[config.mk]
export PLATFORM = sky130hd
export DESIGN_NAME = rtw_ctrl
export DESIGN_NICKNAME = d
export VERILOG_FILES = /design/src/hdl/rtw_pkg.sv /design/src/hdl/rtw_ctrl.sv
export VERILOG_INCLUDE_DIRS = /design/src /design/src/hdl
export SDC_FILE = /design/constraint.sdc
export NUM_CORES = 1
export LEC_CHECK = 0
export BUFFER_PORTS_ARGS = -buffer_cell sky130_fd_sc_hd__clkbuf_2
export CAP_MARGIN = 0
export CORE_AREA = 2 2 39 41
export CTS_CLUSTER_SIZE = 25
export DETAILED_ROUTE_END_ITERATION = 6
export DIE_AREA = 0 0 41 43
export HOLD_SLACK_MARGIN = 0.02
export SYNTH_ARGS = -nofsm -noshare
export SYNTH_HDL_FRONTEND = slang
export SYNTH_SLANG_ARGS = --single-unit
[constraint.sdc]
create_clock -name i_clk -period 1.9 [get_ports i_clk]
set_clock_uncertainty 0.15 [all_clocks]
set_input_delay 0.285 -clock i_clk [delete_from_list [all_inputs] [get_ports i_clk]]
set_output_delay 0.285 -clock i_clk [all_outputs]
set_load 0.01 [all_outputs]
[src/hdl/assert_macros.svh]
// ----------------------------------------------------------------------------
// Assertion macros
// Clocked concurrent assertions on i_clk, with or without the reset guard.
// ----------------------------------------------------------------------------
`ifndef ASSERT_MACROS_SVH
`define ASSERT_MACROS_SVH

// Check on every rising edge outside reset.
`define ASSERT_RST(label, prop, msg) \
    label: assert property (@(posedge i_clk) disable iff (!i_rst_n) prop) \
        else $error(msg);

// Check on every rising edge, reset included.
`define ASSERT_ALWAYS(label, prop, msg) \
    label: assert property (@(posedge i_clk) prop) \
        else $error(msg);

`endif

[src/hdl/rtw_pkg.sv]
// ----------------------------------------------------------------------------
// rtw_pkg
// Sizes, word types, status codes and controller/datapath bundles.
// ----------------------------------------------------------------------------
package rtw_pkg;

    // FRAMES must be a power of two: table pointers reduce by masking.
    localparam int FRAMES     = 16;
    localparam int LEVELS     = 5;
    localparam int INDEX_BITS = 10;

    localparam int VPN_W      = 50;
    localparam int PFN_W      = 51;
    localparam int ENTRY_W    = PFN_W + 1;
    localparam int ROOT_W     = 4;
    localparam int FFREE_W    = 5;
    localparam int CFG_IDX_W  = 2;
    localparam int CFG_DATA_W = 5;

    localparam int FRAME_BITS = (FRAMES > 1) ? $clog2(FRAMES) : 1;
    localparam int ADDR_W     = FRAME_BITS + INDEX_BITS;
    localparam int DEPTH      = FRAMES * (1 << INDEX_BITS);
    localparam int VA_BITS    = LEVELS * INDEX_BITS;
    localparam int LVL_W      = (LEVELS > 1) ? $clog2(LEVELS) : 1;
    localparam int FU_W       = $clog2(FRAMES + 1);
    localparam int NEXT_W     = ((FU_W > FFREE_W) ? FU_W : FFREE_W) + 1;

    localparam logic [CFG_IDX_W-1:0] CFG_ROOT_FRAME = CFG_IDX_W'(0);
    localparam logic [CFG_IDX_W-1:0] CFG_FIRST_FREE = CFG_IDX_W'(1);

    typedef enum logic [1:0] {
        ST_OK       = 2'd0,
        ST_NOMAP    = 2'd1,
        ST_NOFRAMES = 2'd2
    } t_status;

    typedef struct packed {
        logic             mode;
        logic [VPN_W-1:0] virtual_page;
        logic [PFN_W-1:0] mapped_frame;
        logic             unmap;
    } t_in_word;

    typedef struct packed {
        t_status          status;
        logic [PFN_W-1:0] result_frame;
    } t_out_word;

    typedef struct packed {
        logic    clr_wr;
        logic    load;
        logic    rd;
        logic    step;
        logic    alloc;
        logic    leaf_wr;
        logic    set_res;
        logic    res_take;
        t_status res_status;
        logic    out_load;
    } t_cmd;

    typedef struct packed {
        logic clr_last;
        logic is_query;
        logic unmap;
        logic entry_valid;
        logic at_leaf;
        logic dry;
        logic out_free;
    } t_sts;

endpackage

[src/hdl/rtw_ctrl.sv]
// ----------------------------------------------------------------------------
// rtw_ctrl
// Walk sequencer: memory clear, per-level read/evaluate, allocate, leaf write.
// ----------------------------------------------------------------------------
`include "assert_macros.svh"

module rtw_ctrl
    import rtw_pkg::*;
(
    input  logic i_clk,
    input  logic i_rst_n,
    input  logic i_in_valid,
    input  t_sts i_sts,
    output logic o_in_ready,
    output t_cmd o_cmd
);

    typedef enum logic [2:0] {
        S_CLEAR,
        S_IDLE,
        S_READ,
        S_EVAL,
        S_DONE
    } t_state;

    t_state r_state;
    t_state n_state;

    assign o_in_ready = (r_state == S_IDLE);

    always_comb begin
        n_state = r_state;
        o_cmd   = '0;
        case (r_state)
            S_CLEAR: begin
                o_cmd.clr_wr = 1'b1;
                if (i_sts.clr_last) begin
                    n_state = S_IDLE;
                end
            end
            S_IDLE: begin
                if (i_in_valid) begin
                    o_cmd.load = 1'b1;
                    n_state    = S_READ;
                end
            end
            S_READ: begin
                if (!i_sts.is_query && i_sts.at_leaf) begin
                    o_cmd.leaf_wr    = 1'b1;
                    o_cmd.set_res    = 1'b1;
                    o_cmd.res_status = ST_OK;
                    n_state          = S_DONE;
                end else begin
                    o_cmd.rd = 1'b1;
                    n_state  = S_EVAL;
                end
            end
            S_EVAL: begin
                if (i_sts.entry_valid) begin
                    if (i_sts.is_query && i_sts.at_leaf) begin
                        o_cmd.set_res    = 1'b1;
                        o_cmd.res_take   = 1'b1;
                        o_cmd.res_status = ST_OK;
                        n_state          = S_DONE;
                    end else begin
                        o_cmd.step = 1'b1;
                        n_state    = S_READ;
                    end
                end else if (i_sts.is_query) begin
                    o_cmd.set_res    = 1'b1;
                    o_cmd.res_status = ST_NOMAP;
                    n_state          = S_DONE;
                end else if (i_sts.unmap) begin
                    o_cmd.set_res    = 1'b1;
                    o_cmd.res_status = ST_OK;
                    n_state          = S_DONE;
                end else if (i_sts.dry) begin
                    o_cmd.set_res    = 1'b1;
                    o_cmd.res_status = ST_NOFRAMES;
                    n_state          = S_DONE;
                end else begin
                    o_cmd.alloc = 1'b1;
                    n_state     = S_READ;
                end
            end
            S_DONE: begin
                if (i_sts.out_free) begin
                    o_cmd.out_load = 1'b1;
                    n_state        = S_IDLE;
                end
            end
            default: begin
                n_state = S_IDLE;
            end
        endcase
    end

    always_ff @(posedge i_clk) begin
        if (!i_rst_n) begin
            r_state <= S_CLEAR;
        end else begin
            r_state <= n_state;
        end
    end

    `ASSERT_RST(a_eval_follows_read, r_state == S_EVAL |-> $past(r_state) == S_READ,
        "evaluate without a preceding read")
    `ASSERT_RST(a_accept_starts_walk, (i_in_valid && o_in_ready) |=> r_state == S_READ,
        "accepted word did not start a walk")

endmodule

### Word-level counts from Yosys, hierarchy flattened

Cells that the tools add are included.

* word-level logic and storage cells: 52
* output and inout port bits: 12
* register bits after elaboration: 3
* input port bits: 10

* eq/ne operators: 7
* reductions and logical operators: 5
* multiplexer cells: 39

Operator list (number)
* two-way mux 3 bit: 9
* two-way mux 1 bit: 20
* one-hot mux 3 bit (5 select lines): 1
* two-way mux 2 bit: 7
* == test 3 x 2 -> 1 bit (second input constant): 2
* != test 2 bit (second input constant): 3
* two-way mux 4 bit: 1
* == test 3 x 1 -> 1 bit (second input constant): 1
* == test 3 bit (second input constant): 1
* zero test 3 bit: 1
* AND reduction 3 bit: 1
* logical AND 1 bit: 2
* one-hot mux 1 bit (2 select lines): 1
* zero test 1 bit: 1

### Depth between registers and ports, before layout

Gate-level depths: netlist (run 1).

* depth after elaboration: 5
* depth in mapped cells: 5
* mapped depth without buffers: 4

### Least setup slack after synthesis (run 1)

OpenSTA, ideal clock, no wires.

* kind: flip-flop to output port
* start point: register r_state[1]
* end point: output o_cmd[2] (netlist bit)
* setup slack: 264 ps
* data required time: 1465 ps
* cell stages (with the launch flop): 6
* data arrival time: 1201 ps
* buffers on the path: 1
* path through: dfxtp_1 buf_6 and2b_1 nand2_1 or4_1 nor2_1

RTL lines
* from (decl): RTL line rtw_ctrl.sv:26 `t_state r_state;`
* from (signal assigned): RTL line rtw_ctrl.sv:102 `r_state <= n_state;`
* to (decl): RTL line rtw_ctrl.sv:15 `output t_cmd o_cmd`

==> results.ini, run 1 <==
[power]
peakVddDrop_uv = 254
power.density_mw_per_mm2 = 588
leakage_nw = 0.238

[synthesis]
synthesis.area_um2 = 305
yosysWarnings = 0
ys_types = 24
ys_top_cells_by_area = dfxtp_1, nor3b_1, nor4_4
syn_inst = 40
synth_commonest_cells = inv_1, nor2_1
seq_area_frac_synth_pct = 19.7
synth_top_area_share_pct = 19.7
synth_edf_count = 0
synthFlopType = dfxtp_1
syn_avg_cell_area_um2 = 7.63
synthArstFlopShare_pct = 0
synth_top_area_cell = dfxtp_1
syn-num-nets = 50
synth_seq_cells = 3

[clock_network]
cts.clk_slew.worst_paths_ns = 0.04
cts_root_buffer = clkbuf_4
htree_levels = 1
clock-sinks = 3
clkLatencyLatePin_ns = 0.24
cts_inserted_buffers = 3
cts_buffer_depth = 2
tritoncts = built
ctsHoldBuffers = 0

[timing]
tns_ns = -0.0222
finalMaxSlewViolations = 0
worstMarginPinSlew_ns = 0.346
post-route-period-util_pct = 101
max_freq_mhz = 523
layout_setup_ws_ns = -0.0121
max_slew_margin_pct = 76.7
hold_viol = 0
post-route-min-period_ns = 1.91
setup_violations = 2
hold_ws_ns = 0.131
rsz0062_at_grt = true

[finish]
top_regs = r_state (3)
syn_to_final_growth_pct = 62.3
nets = 79
antennaDiodeCount = 0
largest_register = r_state
fillers = 160
largest_reg_flops = 3
drive_gt1_share_pct = 57.4

[drt]
wl_um = 904
vias_per_cell = 4.74
num_vias = 398
drcViolationCount = 0
wire_per_inst_um = 10.8
drtPass1Iterations = 3
ant_nets = 0
drtIter0Drc = 2

[floorplan]
start_util_pct = 22.1
die_w_um = 41
die_h_um = 43
coreArea_mm2 = 0.00138
rows = 14
io_pins = 22
die_area_mm2 = 0.00176

[setup_path]
end_kind = output port
r2r_start = r_state[0]$_SDFFE_PN0P_
worst_ep_required_time_ns = 1.46
criticalPathCategory = flop to output port
reg2reg_depth = 3
reg2reg_to = r_state[1]$_SDFFE_PN0P_
cp_slowest_stage_delay_ns = 0.43
r2r_slack_ns = 0.55
endpoint = o_cmd[6]
crit_arrival_ns = 1.48
worstPathMaxFanout = 2
startpoint_type = flop
startpoint = r_state[2]$_SDFFE_PN0P_
slowest_stage = or4_4
crit_chain = and2b_1, nand2_1, or4_4, nor2_2, buf_2

[grt]
antenna_found_initial = 0
grt_overflow = 0
grt_max_degree = 10
grt_pass1_vias = 338
grtUsageTotal_pct = 10.7
grt_pass1_wl_um = 1280

[placed_design]
io_buffers = 21
place.gp.congestion = 0.678
place_hpwl_um = 670

[outcome]
status = complete, but fails checks
violations = setup timing

[job]
max_cap_viol_count = 0

[hold_path]
hold_class = input pin to flop

where the power goes:
group	internal [mW]	switching, mW
registers	0.0688	0.00514
clock network	0.0789	0.0358
logic	0.0474	0.0551
cell usage in the layout (no fill, tap or decap):
master | synthesis | layout
dfxtp_2 | 0 | 1
a21oi_2 | 1 | 1
a2111oi_2 | 1 | 1
o32ai_1 | 1 | 1
nor3b_2 | 0 | 1
nor2_2 | 0 | 2
nor2b_1 | 2 | 2
nor3b_1 | 3 | 2
clkbuf_1 | 0 | 1
and2_1 | 1 | 1
nand2_1 | 3 | 2
nand2_2 | 0 | 1
buf_2 | 1 | 3
inv_1 | 4 | 4
a211oi_1 | 1 | 1
nor3_1 | 3 | 3
and3b_2 | 1 | 1
nor4b_1 | 1 | 1
o21a_1 | 1 | 1
nor4_4 | 1 | 1
or4_4 | 0 | 1
clkbuf_2 | 0 | 18
and2b_1 | 1 | 1
nor4_1 | 1 | 1
a21oi_1 | 2 | 2
o21bai_1 | 1 | 1
dfxtp_1 | 3 | 2
nor2_1 | 4 | 2
buf_4 | 0 | 5
nand3_1 | 1 | 1
clkbuf_4 | 0 | 3
stage by stage:
stage | std cells | util, % | total power [mW] | setup WS (ns) | instance area (µm²)
2_1_floorplan | 40 | - | 0.135 | 0.264 | 305
3_3_place_gp | 77 | 31.0 | 0.169 | 0.212 | 429
3_5_place_dp | 77 | 31.0 | 0.169 | 0.180 | 429
4_1_cts | 84 | 34.6 | 0.292 | -0.0349 | 479
5_1_grt | 84 | 35.8 | 0.308 | -0.0658 | 495
6_report | 84 | 35.8 | 0.291 | -0.0121 | 495
worst max-delay path, delay by kind of cell, from the launching register on:
kind / cells / cell delay (ns)
buf+inv: 1 / 0.13
simple gates: 4 / 0.79
flops: 1 / 0.31
cell type report:
| cell class | instances | area (µm²) | share of cell area (%) |
|---|---|---|---|
| repair buffers | 26 | 143 | 28.8 |
| multi-input cells | 31 | 230 | 46.5 |
| well taps | 16 | 20.0 | 4.04 |
| flip-flops and latches | 3 | 61.3 | 12.4 |
| clock buffers | 4 | 26.3 | 5.30 |
| inverters | 4 | 15.0 | 3.03 |
per-layer routing:
| layer | vias to the layer above | routed length [µm] | global-route usage (%) |
|---|---|---|---|
| met5 | - | 0 | 0 |
| met4 | 0 | 4 | 8.00 |
| met3 | 2 | 93 | 1.57 |
| met2 | 19 | 439 | 16.9 |
| met1 | 177 | 367 | 12.1 |
| li1 | 200 | - | - |
worst min-delay path by stage:
| stage | from | end | slack [ns] | cells after the start |
|---|---|---|---|---|
| finish | i_rst_n | r_state[2]$_SDFFE_PN0P_ | 0.13 | 2 |
| global route | i_rst_n | r_state[2]$_SDFFE_PN0P_ | 0.13 | 2 |
| CTS | i_rst_n | r_state[2]$_SDFFE_PN0P_ | 0.11 | 2 |
| detailed placement | r_state[2]$_SDFFE_PN0P_ | r_state[1]$_SDFFE_PN0P_ | 0.35 | 1 |
| global placement | r_state[2]$_SDFFE_PN0P_ | r_state[1]$_SDFFE_PN0P_ | 0.33 | 1 |
| floorplan | i_rst_n | r_state[2]$_SDFFE_PN0P_ | 0.25 | 1 |
timing repair:
action / CTS / global route
pin swaps: 2 / 3
endpoints found under the setup margin: 2 / 4
resized for setup: 1 / 8
setup buffers: 3 / 0
cells by family after synthesis:
| kind of cell | after synthesis | synth area share (%) |
|---|---|---|
| and+or+nand+nor | 23 | 48.8 |
| buffers and inverters | 6 | 10.2 |
| DFF | 3 | 19.7 |
| AOI/OAI and AO/OA | 8 | 21.3 |
(Power assumes the default switching activity.)
==> run 2: changes to the inputs <==
Clock period 1.9 ns to 2 ns, I/O delays scaled along.
==> results.ini, run 2 (same netlist as run 1, synthesis figures left out) <==
[finish]
drive_gt1_share_pct = 53.0  ; -4.3 points
top_regs = r_state (3)
final_util_pct = 34.4  ; -1.4 points
final_common_cell = clkbuf_2
largest_reg_flops = 3  ; unchanged
largest_register = r_state
nets = 77  ; -2.5%
final_cell_mix = clkbuf_2, inv_1
antennaDiodeCount = 0  ; unchanged
syn_to_final_growth_pct = 55.7

[drt]
drtPass1Iterations = 3  ; unchanged
wire_per_inst_um = 9.90  ; -8.0%
drcViolationCount = 0  ; unchanged
drtIter0Drc = 5  ; +3
num_vias = 369  ; -7.3%
vias_per_cell = 4.50  ; -5.0%
ant_nets = 0  ; unchanged
wl_um = 812  ; -10%

[setup_path]
slowest_stage = or4_4
worst_ep_required_time_ns = 1.55  ; +0.09 ns
crit_arrival_ns = 1.49  ; about the same
r2r_slack_ns = 0.56  ; about the same
reg2reg_depth = 4  ; +1
cp_slowest_stage_delay_ns = 0.43  ; about the same
cp_top_family = simple AND/OR/NAND/NOR gates
end_kind = output port
worstPathMaxFanout = 2  ; unchanged
cp.depth = 5  ; unchanged
r2r_start = r_state[0]$_SDFFE_PN0P_
startpoint_type = flop
crit_chain = and2b_1, nand2_1, or4_4, nor2_2, buf_2
criticalPathCategory = flop to output port
worst-path-buf-inv = 1  ; unchanged
reg2reg_to = r_state[1]$_SDFFE_PN0P_

[timing]
worstMarginPinSlew_ns = 0.335  ; -0.0108 ns
post-route-min-period_ns = 1.94
post-route-period-util_pct = 96.9
tns_ns = 0  ; +0.0222 ns
layout_setup_ws_ns = 0.0614  ; +0.0735 ns
rsz0062_at_grt = true
setup_violations = 0  ; -2
max_freq_mhz = 516
hold_viol = 0  ; unchanged
max_slew_margin_pct = 77.4  ; +0.72 points
finalMaxSlewViolations = 0  ; unchanged

[placed_design]
place_hpwl_um = 695  ; +3.7%
io_buffers = 21  ; unchanged
place.gp.congestion = 0.745  ; +10%
dpl_worst_slack_ns = 0.269  ; +0.0890 ns

[hold_path]
hold_class = input pin to flop
worstHoldStart = i_rst_n
hold_depth = 2  ; unchanged
worstHoldEndpoint = r_state[2]$_SDFFE_PN0P_

[grt]
grtUsageTotal_pct = 10.3  ; -0.38 points
antenna_found_initial = 0  ; unchanged
grt_pass1_vias = 321  ; -5.0%
grt_overflow = 0  ; unchanged
grt_pass1_wl_um = 1290  ; +1.1%
grt_max_degree = 12  ; +2

[clock_network]
tritoncts = built
ctsHoldBuffers = 0  ; unchanged
cts_root_buffer = clkbuf_4
cts.clk_slew.worst_paths_ns = 0.04  ; about the same
cts_buffer_depth = 2  ; unchanged
clock-sinks = 3  ; unchanged
htree_levels = 1  ; unchanged
clkLatencyLatePin_ns = 0.23  ; about the same
cts_inserted_buffers = 3  ; unchanged

[floorplan]
die_w_um = 41  ; unchanged
die_h_um = 43  ; unchanged
die_area_mm2 = 0.00176  ; unchanged
coreArea_mm2 = 0.00138  ; unchanged
start_util_pct = 22.1  ; unchanged
rows = 14  ; unchanged
io_pins = 22  ; unchanged

[power]
power.density_mw_per_mm2 = 554  ; -5.7%
totalPowerFinal_uw = 264  ; -9.5%
peakVddDrop_uv = 349  ; +38%
leakage_nw = 0.223  ; -6.5%

[job]
max_cap_viol_count = 0  ; unchanged

[outcome]
status = finished, final reports clean

-- run 2: cell types whose count changed in the layout (fill, tap and decap cells not counted), sizes merged --
| cell | previous run | this run |
|---|---|---|
| clkbuf | 22 | 23 |
| buf | 8 | 5 |
-- run 2: timing repair --
| action | in CTS | in global routing |
|---|---|---|
| endpoints found under the setup margin | 0 | 2 |
| resized for setup | 0 | 7 |
| buffers inserted | 0 | 1 |
-- run 2: worst max path at each step --
stage | endpoint | from
3_5_place_dp | o_cmd[2] | r_state[2]$_SDFFE_PN0P_
3_3_place_gp | o_cmd[4] | i_sts[3]
6_report | o_cmd[2] | r_state[2]$_SDFFE_PN0P_
2_1_floorplan | o_cmd[2] | r_state[1]$_SDFFE_PN0P_
5_1_grt | o_cmd[2] | r_state[2]$_SDFFE_PN0P_
4_1_cts | o_cmd[2] | r_state[2]$_SDFFE_PN0P_
-- run 2: where the power goes --
group          internal (mW)  switching [mW]  leakage, nW  total [mW]
Clock                 0.0746          0.0280       0.0150       0.103
Sequential            0.0644         0.00371       0.0255      0.0681
Combinational         0.0410          0.0518        0.182      0.0929
-- run 2: per-layer routing --
| metal | wire length [µm] | share of wire [%] | GRT usage (%) | vias to the layer above |
|---|---|---|---|---|
| met5 | 0 | 0 | 0 | - |
| met4 | 0 | 0 | 0 | 0 |
| met3 | 81 | 10 | 4.71 | 0 |
| met2 | 366 | 45 | 15.6 | 17 |
| met1 | 365 | 45 | 14.1 | 158 |
| li1 | - | - | - | 194 |
-- run 2: layout make-up --
cell class | count | area (µm²)
Timing Repair Buffer | 24 | 128
Multi-Input combinational cell | 31 | 223
Sequential cell | 3 | 63.8
Fill cell | 149 | 908
Clock buffer | 4 | 26.3
Tap cell | 16 | 20.0
Inverter | 4 | 15.0
-- run 2: stage by stage --
step | instance area, µm² | hold WS (ns) | std cells
after CTS | 455 | 0.146 | 81
after global placement | 429 | 0.327 | 77
final | 475 | 0.146 | 82
after detailed placement | 429 | 0.343 | 77
after floorplan | 305 | 0.268 | 40
after global routing | 475 | 0.143 | 82
